**src/hdl/sha256_pkg.sv**
```systemverilog
`timescale 1ns / 1ps
`default_nettype none
package sha256_pkg;

  typedef enum logic [1:0] {
    SEL_DATA,
    SEL_MARK,
    SEL_ZERO,
    SEL_LEN
  } byte_sel_t;

  typedef struct packed {
    logic      push;
    byte_sel_t sel;
    logic      load_vars;
    logic      round_en;
    logic [5:0] round_idx;
    logic      add_hash;
    logic      init_hash;
    logic [2:0] out_idx;
  } cmd_t;

  typedef struct packed {
    logic [5:0] fill;
  } stat_t;

  localparam logic [7:0] PadMark = 8'h80;
  localparam logic [5:0] LengthPos = 6'd56;

  function automatic logic [31:0] init_value(input logic [2:0] i);
    logic [31:0] r;
    unique case (i)
      3'd0: r = 32'h6a09e667;
      3'd1: r = 32'hbb67ae85;
      3'd2: r = 32'h3c6ef372;
      3'd3: r = 32'ha54ff53a;
      3'd4: r = 32'h510e527f;
      3'd5: r = 32'h9b05688c;
      3'd6: r = 32'h1f83d9ab;
      default: r = 32'h5be0cd19;
    endcase
    return r;
  endfunction

  function automatic logic [31:0] round_k(input logic [5:0] i);
    logic [31:0] k [64];
    k = '{
      32'h428a2f98,32'h71374491,32'hb5c0fbcf,32'he9b5dba5,32'h3956c25b,32'h59f111f1,
      32'h923f82a4,32'hab1c5ed5,32'hd807aa98,32'h12835b01,32'h243185be,32'h550c7dc3,
      32'h72be5d74,32'h80deb1fe,32'h9bdc06a7,32'hc19bf174,32'he49b69c1,32'hefbe4786,
      32'h0fc19dc6,32'h240ca1cc,32'h2de92c6f,32'h4a7484aa,32'h5cb0a9dc,32'h76f988da,
      32'h983e5152,32'ha831c66d,32'hb00327c8,32'hbf597fc7,32'hc6e00bf3,32'hd5a79147,
      32'h06ca6351,32'h14292967,32'h27b70a85,32'h2e1b2138,32'h4d2c6dfc,32'h53380d13,
      32'h650a7354,32'h766a0abb,32'h81c2c92e,32'h92722c85,32'ha2bfe8a1,32'ha81a664b,
      32'hc24b8b70,32'hc76c51a3,32'hd192e819,32'hd6990624,32'hf40e3585,32'h106aa070,
      32'h19a4c116,32'h1e376c08,32'h2748774c,32'h34b0bcb5,32'h391c0cb3,32'h4ed8aa4a,
      32'h5b9cca4f,32'h682e6ff3,32'h748f82ee,32'h78a5636f,32'h84c87814,32'h8cc70208,
      32'h90befffa,32'ha4506ceb,32'hbef9a3f7,32'hc67178f2};
    return k[i];
  endfunction

  function automatic logic [31:0] big_sigma0(input logic [31:0] x);
    return {x[1:0], x[31:2]} ^ {x[12:0], x[31:13]} ^ {x[21:0], x[31:22]};
  endfunction

  function automatic logic [31:0] big_sigma1(input logic [31:0] x);
    return {x[5:0], x[31:6]} ^ {x[10:0], x[31:11]} ^ {x[24:0], x[31:25]};
  endfunction

  function automatic logic [31:0] small_sigma0(input logic [31:0] x);
    return {x[6:0], x[31:7]} ^ {x[17:0], x[31:18]} ^ {3'b000, x[31:3]};
  endfunction

  function automatic logic [31:0] small_sigma1(input logic [31:0] x);
    return {x[16:0], x[31:17]} ^ {x[18:0], x[31:19]} ^ {10'b0, x[31:10]};
  endfunction

endpackage
`default_nettype wire

```
**src/hdl/sha256_dp.sv**
```systemverilog
`timescale 1ns / 1ps
`default_nettype none
module sha256_dp (
  input  wire                 clk,
  input  wire                 rst,
  input  wire                 [7:0] data_byte,
  input  sha256_pkg::cmd_t    cmd,
  output sha256_pkg::stat_t   stat,
  output logic [31:0]         digest_word
);

  logic [31:0] hash [8];
  logic [31:0] vars [8];
  logic [31:0] sched [16];
  logic [23:0] word_acc;
  logic [5:0]  fill;
  logic [63:0] bit_count;

  logic [7:0]  push_byte;
  logic [2:0]  len_idx;
  logic [31:0] new_w;
  logic [31:0] t1;
  logic [31:0] t2;
  logic [31:0] ch;
  logic [31:0] maj;

  always_comb begin
    len_idx = fill[2:0];
    unique case (cmd.sel)
      sha256_pkg::SEL_DATA: push_byte = data_byte;
      sha256_pkg::SEL_MARK: push_byte = sha256_pkg::PadMark;
      sha256_pkg::SEL_ZERO: push_byte = 8'h00;
      default:              push_byte = bit_count[8*(7-len_idx) +: 8];
    endcase
  end

  always_comb begin
    new_w = sha256_pkg::small_sigma1(sched[14]) + sched[9] +
            sha256_pkg::small_sigma0(sched[1]) + sched[0];
    ch    = (vars[4] & vars[5]) ^ (~vars[4] & vars[6]);
    maj   = (vars[0] & vars[1]) ^ (vars[0] & vars[2]) ^ (vars[1] & vars[2]);
    t1    = vars[7] + sha256_pkg::big_sigma1(vars[4]) + ch +
            sha256_pkg::round_k(cmd.round_idx) + sched[0];
    t2    = sha256_pkg::big_sigma0(vars[0]) + maj;
  end

  always_ff @(posedge clk) begin
    if (rst) begin
      fill      <= '0;
      bit_count <= '0;
      for (int i = 0; i < 8; i++) begin
        hash[i] <= sha256_pkg::init_value(3'(i));
      end
    end else begin
      if (cmd.push) begin
        fill <= fill + 6'd1;
        if (cmd.sel == sha256_pkg::SEL_DATA) begin
          bit_count <= bit_count + 64'd8;
        end
      end
      if (cmd.add_hash) begin
        for (int i = 0; i < 8; i++) begin
          hash[i] <= hash[i] + vars[i];
        end
      end
      if (cmd.init_hash) begin
        bit_count <= '0;
        for (int i = 0; i < 8; i++) begin
          hash[i] <= sha256_pkg::init_value(3'(i));
        end
      end
    end
  end

  // message words and working variables carry no reset
  always_ff @(posedge clk) begin
    if (cmd.push) begin
      if (fill[1:0] == 2'd3) begin
        for (int i = 0; i < 15; i++) begin
          sched[i] <= sched[i+1];
        end
        sched[15] <= {word_acc, push_byte};
      end else begin
        word_acc <= {word_acc[15:0], push_byte};
      end
    end else if (cmd.round_en) begin
      for (int i = 0; i < 15; i++) begin
        sched[i] <= sched[i+1];
      end
      sched[15] <= new_w;
    end
    if (cmd.load_vars) begin
      for (int i = 0; i < 8; i++) begin
        vars[i] <= hash[i];
      end
    end else if (cmd.round_en) begin
      vars[7] <= vars[6];
      vars[6] <= vars[5];
      vars[5] <= vars[4];
      vars[4] <= vars[3] + t1;
      vars[3] <= vars[2];
      vars[2] <= vars[1];
      vars[1] <= vars[0];
      vars[0] <= t1 + t2;
    end
  end

  assign stat.fill   = fill;
  assign digest_word = hash[cmd.out_idx];

endmodule
`default_nettype wire

```
**src/hdl/sha256_ctrl.sv**
```systemverilog
`timescale 1ns / 1ps
`default_nettype none
module sha256_ctrl (
  input  wire                 clk,
  input  wire                 rst,
  input  wire                 in_valid,
  output logic                in_stall,
  input  wire                 byte_present,
  input  wire                 end_of_message,
  output logic                out_valid,
  input  wire                 out_stall,
  output logic                digest_last,
  input  sha256_pkg::stat_t   stat,
  output sha256_pkg::cmd_t    cmd
);

  typedef enum logic [2:0] {
    ST_IDLE,
    ST_PAD,
    ST_ROUND,
    ST_ADD,
    ST_OUT
  } state_t;

  state_t     state;
  state_t     state_next;
  logic [5:0] round_cnt;
  logic [2:0] out_idx;
  logic       ending;
  logic       marked;
  logic       len_phase;
  logic       take;
  logic       push;
  logic       full;

  assign in_stall    = (state != ST_IDLE);
  assign take        = in_valid && !in_stall;
  assign digest_last = (out_idx == 3'd7);
  assign full        = push && (stat.fill == 6'd63);

  always_comb begin
    unique case (state)
      ST_IDLE: push = take && byte_present;
      ST_PAD:  push = 1'b1;
      default: push = 1'b0;
    endcase
  end

  always_comb begin
    cmd           = '0;
    cmd.push      = push;
    cmd.sel       = sha256_pkg::SEL_DATA;
    cmd.round_idx = round_cnt;
    cmd.out_idx   = out_idx;
    state_next    = state;
    unique case (state)
      ST_IDLE: begin
        if (full) begin
          state_next = ST_ROUND;
        end else if (take && end_of_message) begin
          state_next = ST_PAD;
        end
      end
      ST_PAD: begin
        priority if (!marked) begin
          cmd.sel = sha256_pkg::SEL_MARK;
        end else if (len_phase || stat.fill == sha256_pkg::LengthPos) begin
          cmd.sel = sha256_pkg::SEL_LEN;
        end else begin
          cmd.sel = sha256_pkg::SEL_ZERO;
        end
        if (full) begin
          state_next = ST_ROUND;
        end
      end
      ST_ROUND: begin
        cmd.round_en = 1'b1;
        if (round_cnt == 6'd63) begin
          state_next = ST_ADD;
        end
      end
      ST_ADD: begin
        cmd.add_hash = 1'b1;
        priority if (ending && len_phase) begin
          state_next = ST_OUT;
        end else if (ending) begin
          state_next = ST_PAD;
        end else begin
          state_next = ST_IDLE;
        end
      end
      default: begin
        if (!out_stall && digest_last) begin
          cmd.init_hash = 1'b1;
          state_next    = ST_IDLE;
        end
      end
    endcase
    cmd.load_vars = full;
  end

  always_ff @(posedge clk) begin
    if (rst) begin
      state     <= ST_IDLE;
      round_cnt <= '0;
      out_idx   <= '0;
      ending    <= 1'b0;
      marked    <= 1'b0;
      len_phase <= 1'b0;
      out_valid <= 1'b0;
    end else begin
      state <= state_next;
      if (state == ST_ROUND) begin
        round_cnt <= round_cnt + 6'd1;
      end
      if (take && end_of_message) begin
        ending <= 1'b1;
      end
      if (state == ST_PAD) begin
        if (!marked) begin
          marked <= 1'b1;
        end else if (cmd.sel == sha256_pkg::SEL_LEN) begin
          len_phase <= 1'b1;
        end
      end
      if (state == ST_ADD && state_next == ST_OUT) begin
        out_valid <= 1'b1;
        out_idx   <= '0;
      end
      if (state == ST_OUT && !out_stall) begin
        out_idx <= out_idx + 3'd1;
        if (digest_last) begin
          // drop message state for the next request
          out_valid <= 1'b0;
          ending    <= 1'b0;
          marked    <= 1'b0;
          len_phase <= 1'b0;
        end
      end
    end
  end

`ifndef ASSERT_OFF
  a_out_only_in_out: assert property (@(posedge clk) disable iff (rst)
    out_valid |-> (state == ST_OUT))
    else $error("digest valid outside output phase");
  a_no_take_while_out: assert property (@(posedge clk) disable iff (rst)
    out_valid |-> in_stall)
    else $error("request taken while digest pending");
  a_round_cnt_wraps: assert property (@(posedge clk) disable iff (rst)
    (state != ST_ROUND) |-> (round_cnt == 6'd0))
    else $error("round counter left nonzero");
  a_len_after_mark: assert property (@(posedge clk) disable iff (rst)
    len_phase |-> (marked && ending))
    else $error("length phase without pad mark");
`endif

endmodule
`default_nettype wire

```
**src/hdl/sha256_hash_engine.sv**
```systemverilog
`timescale 1ns / 1ps
`default_nettype none
// Channel  | Handshake           | Payload
// input    | in_valid, in_stall  | data_byte, byte_present, end_of_message
// output   | out_valid, out_stall| digest_word, digest_last
//
// Every 64th byte starts a block (64 rounds, one add).
// An end request pads one byte a cycle, one or two blocks, then holds 8 words.
// The shared round unit, one round per cycle, sets the rate.
// rst is synchronous; it restores the initial hash and clears the length.
// in_stall is high whenever a block or digest is in progress.
module sha256_hash_engine (
  input  wire         clk,
  input  wire         rst,
  input  wire         in_valid,
  output logic        in_stall,
  input  wire [7:0]   data_byte,
  input  wire         byte_present,
  input  wire         end_of_message,
  output logic        out_valid,
  input  wire         out_stall,
  output logic [31:0] digest_word,
  output logic        digest_last
);

  sha256_pkg::cmd_t  cmd;
  sha256_pkg::stat_t stat;

  sha256_ctrl u_ctrl (
    .clk            (clk),
    .rst            (rst),
    .in_valid       (in_valid),
    .in_stall       (in_stall),
    .byte_present   (byte_present),
    .end_of_message (end_of_message),
    .out_valid      (out_valid),
    .out_stall      (out_stall),
    .digest_last    (digest_last),
    .stat           (stat),
    .cmd            (cmd)
  );

  sha256_dp u_dp (
    .clk         (clk),
    .rst         (rst),
    .data_byte   (data_byte),
    .cmd         (cmd),
    .stat        (stat),
    .digest_word (digest_word)
  );

endmodule
`default_nettype wire
```
**config.mk**
```make
export PLATFORM = sky130hd
export DESIGN_NAME = sha256_hash_engine
export DESIGN_NICKNAME = d
export VERILOG_FILES = /design/src/hdl/sha256_pkg.sv /design/src/hdl/sha256_dp.sv /design/src/hdl/sha256_ctrl.sv /design/src/hdl/sha256_hash_engine.sv
export SDC_FILE = /design/constraint.sdc
export NUM_CORES = 2
export LEC_CHECK = 0
export BUFFER_PORTS_ARGS = -buffer_cell sky130_fd_sc_hd__buf_2
export CORE_MARGIN = 3
export CORE_UTILIZATION = 58
export DETAILED_ROUTE_END_ITERATION = 16
export HOLD_SLACK_MARGIN = 0.02
export PLACE_DENSITY = 0.77
export SYNTH_ARGS = -nofsm -noshare
export SYNTH_HDL_FRONTEND = slang
export SYNTH_SLANG_ARGS = --single-unit
```
**constraint.sdc**
```tcl
create_clock -name clk -period 12.3 [get_ports clk]
set_clock_uncertainty 0.15 [all_clocks]
set_input_delay 0 -clock clk [delete_from_list [all_inputs] [get_ports clk]]
set_output_delay 0 -clock clk [all_outputs]
set_load 0.05 [all_outputs]
```
; Yosys cells after proc, flatten, opt, wreduce, memory -nomap -nowiden
; Memory sizes are Yosys's and may differ from the RTL's. A register that Yosys moved wholly into a read port is not among the register bits.
; Cells that the tools add are included.
[totals]
ff_bits = 110
ram_bits = 1024
romBits = 2048
elab_cells = 249
n_memories = 4
[memory_table]
columns = memory, words, width, rd, rd_ports_with_merged_regs, wr, line
row1 = (name not given), 64, 32, 1, 0, 0, sha256_pkg.sv:59  ; return k[i];
row2 = u_dp.sched, 16, 32, 16, 0, 16, sha256_dp.sv:14  ; logic [31:0] sched [16];
row3 = u_dp.hash, 8, 32, 9, 1, 8, sha256_dp.sv:12  ; logic [31:0] hash [8];
row4 = u_dp.vars, 8, 32, 8, 0, 8, sha256_dp.sv:13  ; logic [31:0] vars [8];
[op_classes]
n_addsub = 23
order_cmp = 1
eq_ne = 13
shift = 1
muxes = 119
bitwise_logic = 59
n_reduce_logical = 19
[op_table]
columns = op, count
row1 = 32-bit two-way mux, 66
row2 = 32-bit adder, 18
row3 = 32-bit XOR, 9
row4 = 32-bit bitwise AND, 5
row5 = 64-bit by 4-bit adder with 64-bit output (second input constant), 1
row6 = 64-bit by 33-bit indexed part select with 8-bit output, 1
row7 = 1-bit OR, 40
row8 = 1-bit two-way mux, 38
row9 = 32-bit NOT, 1
row10 = 32-bit by 22-bit XOR with 32-bit output, 1
row11 = 32-bit by 29-bit XOR with 32-bit output, 1
row12 = 3-bit two-way mux, 10
row13 = 8-bit case mux with 3 select lines, 1
row14 = 6-bit equality test (second input constant), 3
row15 = 6-bit by 1-bit adder with 6-bit output (second input constant), 2
row16 = 3-bit case mux with 4 select lines, 1
row17 = 3-bit equality test (second input constant), 3
row18 = 1-bit logical AND, 8
row19 = 7-bit >= comparator (second input constant), 1
row20 = 6-bit NOT with 7-bit output, 1
row21 = 2-bit equality test (second input constant), 3
row22 = 3-bit by 2-bit equality test with 1-bit output (second input constant), 2
row23 = 2-bit two-way mux, 2
row24 = 2-bit AND reduction, 2
row25 = 14 further kinds, 15

; Longest topological paths before layout
[logic_depth]
depth_word = 14
mapped_depth = 41
mapped_depth_nobuf = 40

; Cells and area by module
; A second synthesis with hierarchy kept.
[hier_totals]
hier_cells = 6650
hier_area_um2 = 69778.2
[by_module_without_submodules]
columns = mod, n_inst, cells_per_inst, area_per_inst_um2, seq_area_each_um2
row1 = sha256_dp, 1, 6547, 68926.1, 31530.2
row2 = sha256_ctrl, 1, 103, 852.1, 320.3

; Least setup slack after synthesis
; Ideal clock, no wire load.
[synth_timing]
kind = flip-flop to flip-flop
from = reg u_ctrl.state[2]
to = mem u_dp.sched[0][0], enable pin
setup_ns = 3.632
arrival_time_ns = 9.864
t_required_ns = 8.518
path_slack_ns = -1.347
stages_incl_launch_ff = 7
synth_period_minus_slack_ns = 13.647
cell_sequence = dfxtp_1 > clkbuf_1 > or3b_2 > clkbuf_1 > clkbuf_1 > clkbuf_1 > nand2_1
[synth_lines]
columns = element, line
row1 = start: declaration, sha256_ctrl.sv:25  ; state_t state;
row2 = start signal: assignment, sha256_ctrl.sv:112  ; state <= state_next;
row3 = end: declaration, sha256_dp.sv:14

==> flow_summary.toml <==
[route]
drt_wl_total_um = 206000
via_per_inst = 6.38
first_iter_violations = 6765
dr_total_vias = 51635
drc_errors = 0
wl_per_cell_um = 25.4
first_pass_iters = 8
drtAntennaViolNets = 0

[worst_setup_path]
r2r-end = "u_dp.vars[0][31]"
crit_cells = 35
start_kind = "register"
rrSetupSlack_ns = 2.55
startpoint = "u_ctrl.round_cnt[0]"
crit_slowest_cell = "ha_1"
critical_path_arrival_ns = 10.05
worst-setup-path-type = "reg2reg"
slowest_delay_ns = 0.90
reg2reg_from = "u_ctrl.round_cnt[0]"
cp-end-kind = "register"
reg2reg_depth = 35
cp_num_buf_inv = 3
critPathCapture = "u_dp.vars[0][31]"
cp_max_fo = 20
critPathRequiredTime_ns = 12.60
path_delay_family = "compound AO/OA/AOI/OAI gates"

[pwr]
power.net_switching_mw = 1.83
p_comb_share_pct = 4.0
power.internal_mw = 6.36
vdd_ir_drop_max_mv = 0.139
power_density_nw_per_um2 = 110
total_power_mw = 8.20
swShare_pct = 22.4
power_frac_clock_pct = 45.1
leakagePower_nw = 28.0
seqPwrFrac_pct = 50.9

[sta]
fmax_mhz = 103
rsz0062_at_grt = "no"
worstMarginPinSlew_ns = 1.37
slew_violations = 0
period_needed_ns = 9.75
slew_headroom_pct = 8.48
setup_violations = 0
finalHoldViolCount = 0
setup_tns_ns = 0
fin_crit_sh_pct = 79.3

[synthesis]
syn-cell-area_um2 = 68800
synth_cell_types = 78
synth_cells = 6504
synthTopCellsByArea = "edfxtp_1 (40%), ha_1 (7.2%), dfxtp_1 (6.2%)"
synth_edf_count = 920
synth_xor_area_share_pct = 7.90
synth.largest_area_cell = "edfxtp_1"
syn-num-nets = 7110
synthAdderAreaFrac_pct = 13.3
synth_top_family_by_area = "adder cells"
synthMuxAreaShare_pct = 4.03
synth_area_per_cell_um2 = 10.6
synth_seq_cells = 1134
synth_top_area_share_pct = 40.2
synth-simple-area-share_pct = 12.3
yosys_warnings = 0
ys.flop_type = "edfxtp_1"
synth_compound_area_share_pct = 13.1
ys_seq_area_share_pct = 46.4
synthArstFlopShare_pct = 0

[finish]
syn_to_final_growth_pct = 8.60
drive_above_1_share_pct = 7.62
final_common_cell = "nand2_1"
nets = 7072
most-common-layout-cells = "nand2_1 (1105), edfxtp_1 (920), a21oi_1 (421)"

[clock_network]
clockBufferDepth = 3
cts_made_buffers = 120
clock_latency_ns = 0.78
cts_resized = 0
h-tree-depth = 3
cts.sinks = 1134
cts-root-buf = "clkbuf_16"
cts_tree = "done"
path_clk_slew_ns = 0.06

[floorplanning]
core_area_um2 = 117000
io_pins = 49
die-area_um2 = 123000
fp.dieW_um = 350
start_util_pct = 58.8
row_count = 125
fp.dieH_um = 350

[global_route]
grt_pass1_wl_um = 307000
antenna_found_initial = 5
grt_pass1_vias = 49087
overflow = 0
grt_max_degree = 182
grt_usage_pct = 33.3

[place]
hpwlAfterDp_um = 149000
io_buffer_count = 48
gp_congestion = 1.02

[run_status]
status = "finished clean"

[min_path]
hp-class = "in2reg"

[run]
drv_cap = 0
-- worst min-delay path by stage --
| stage | startpoint | endpoint | slack (ns) | cells after the start |
|---|---|---|---|---|
| global placement | out_stall | register | 0.22 | 4 |
| floorplan | data_byte[7] | u_dp.word_acc[7] | 0.07 | 2 |
| detailed placement | out_stall | register | 0.24 | 4 |
| finish | data_byte[0] | u_dp.word_acc[0] | 0.08 | 4 |
| global route | data_byte[1] | u_dp.word_acc[1] | 0.07 | 4 |
| CTS | data_byte[0] | u_dp.word_acc[0] | 0.03 | 4 |
-- flip-flops by register name, indices dropped and copies added (netlist names), named ones only --
register and count:
u_ctrl.ending 1, u_ctrl.len_phase 1, u_ctrl.marked 1, u_ctrl.out_idx 3, u_ctrl.out_valid 1, u_ctrl.round_cnt 6, u_ctrl.state 3, u_dp.bit_count 61
u_dp.hash 256, u_dp.sched 512, u_dp.stat 6, u_dp.vars 256, u_dp.word_acc 24
-- metal layers --
| metal | wire length [um] | track usage (%) | up-vias | part of all wire (%) |
|---|---|---|---|---|
| met5 | 0 | 0 | - | 0 |
| met4 | 8120 | 11.8 | 0 | 3.9 |
| met3 | 23400 | 7.80 | 389 | 11 |
| met2 | 87100 | 48.0 | 2813 | 42 |
| met1 | 87200 | 49.4 | 25224 | 42 |
| li1 | - | - | 23209 | - |
-- synthesized netlist by cell type, types with 9 or more instances --
library cell and n:
nand2_1 1109, edfxtp_1 920, a21oi_1 422, xnor2_1 411, ha_1 397, o21ai_0 397
nor2_1 369, clkbuf_1 263, inv_1 257, dfxtp_1 214, xor2_1 207, fa_1 195
a21o_1 165, nand3_1 101, mux4_2 84, nor3_1 66, a31oi_1 65, o211ai_1 61
mux2_2 56, nand2b_1 55, or3_1 52, nor2b_1 50, a211oi_1 47, o21a_1 47
o21bai_1 43, and3_1 41, nand4_1 32, o31ai_1 32, buf_1 27, maj3_1 26
mux2i_1 25, a21boi_0 21, or2_2 18, a311oi_1 15, a221oi_1 14, and2_1 14
a2111oi_0 13, a211o_1 10, nand3b_1 10, and4_1 9, o2111ai_1 9, o31a_1 9
-- through the flow --
step                      instances  instance area, um2  hold slack [ns]  util, %  setup slack, ns
after floorplan                6504               68800           0.0670        -             3.72
after global placement         7853               70500            0.216     60.3             2.82
after detailed placement       7853               70500            0.241     60.3             2.74
after CTS                      8095               74700           0.0265     63.9             2.73
after global routing           8095               74700           0.0684     63.9             1.99
final                          8096               74700           0.0761     63.9             2.55
-- power by group through the flow --
stage               clock [mW]  sequential (mW)  combinational, mW
floorplan                    0             4.25              0.230
global placement             0             4.25              0.307
detailed placement           0             4.25              0.314
CTS                       3.74             4.17              0.322
global route              3.89             4.17              0.356
finish                    3.70             4.17              0.327
-- tightest hold or removal path, delay by kind of cell --
kind / cells / cell delay, ns
AOI/OAI and AO/OA: 1 / 0.14
and+or+nand+nor: 1 / 0.05
buffers and inverters: 2 / 0.62
-- layout make-up --
| class | count | area, um2 |
|---|---|---|
| Fill cell | 9127 | 42300 |
| Antenna cell | 1 | 2.50 |
| Multi-Input combinational cell | 4819 | 34900 |
| Tap cell | 1524 | 1910 |
| Sequential cell | 1134 | 31900 |
| Clock buffer | 165 | 3310 |
| Timing Repair Buffer | 132 | 958 |
| Clock inverter | 62 | 741 |
| Inverter | 259 | 975 |
-- logic make-up (layout without fill, tap and decap cells) --
| logic type | count (synthesis) | after routing |
|---|---|---|
| AO/OA/AOI/OAI | 1457 | 1457 |
| XOR/XNOR | 619 | 619 |
| adder cells (fa/ha/maj) | 618 | 618 |
| buffers and inverters | 551 | 618 |
| flip-flops | 1134 | 1134 |
| multiplexers | 165 | 165 |
| other | 0 | 1 |
| AND/OR/NAND/NOR | 1960 | 1960 |
-- timing repair --
item	in CTS	in global routing
hold buffers	15	0
setup buffers	0	0
hold endpoints to repair	56	0
Power figures use the tool's default switching activity.
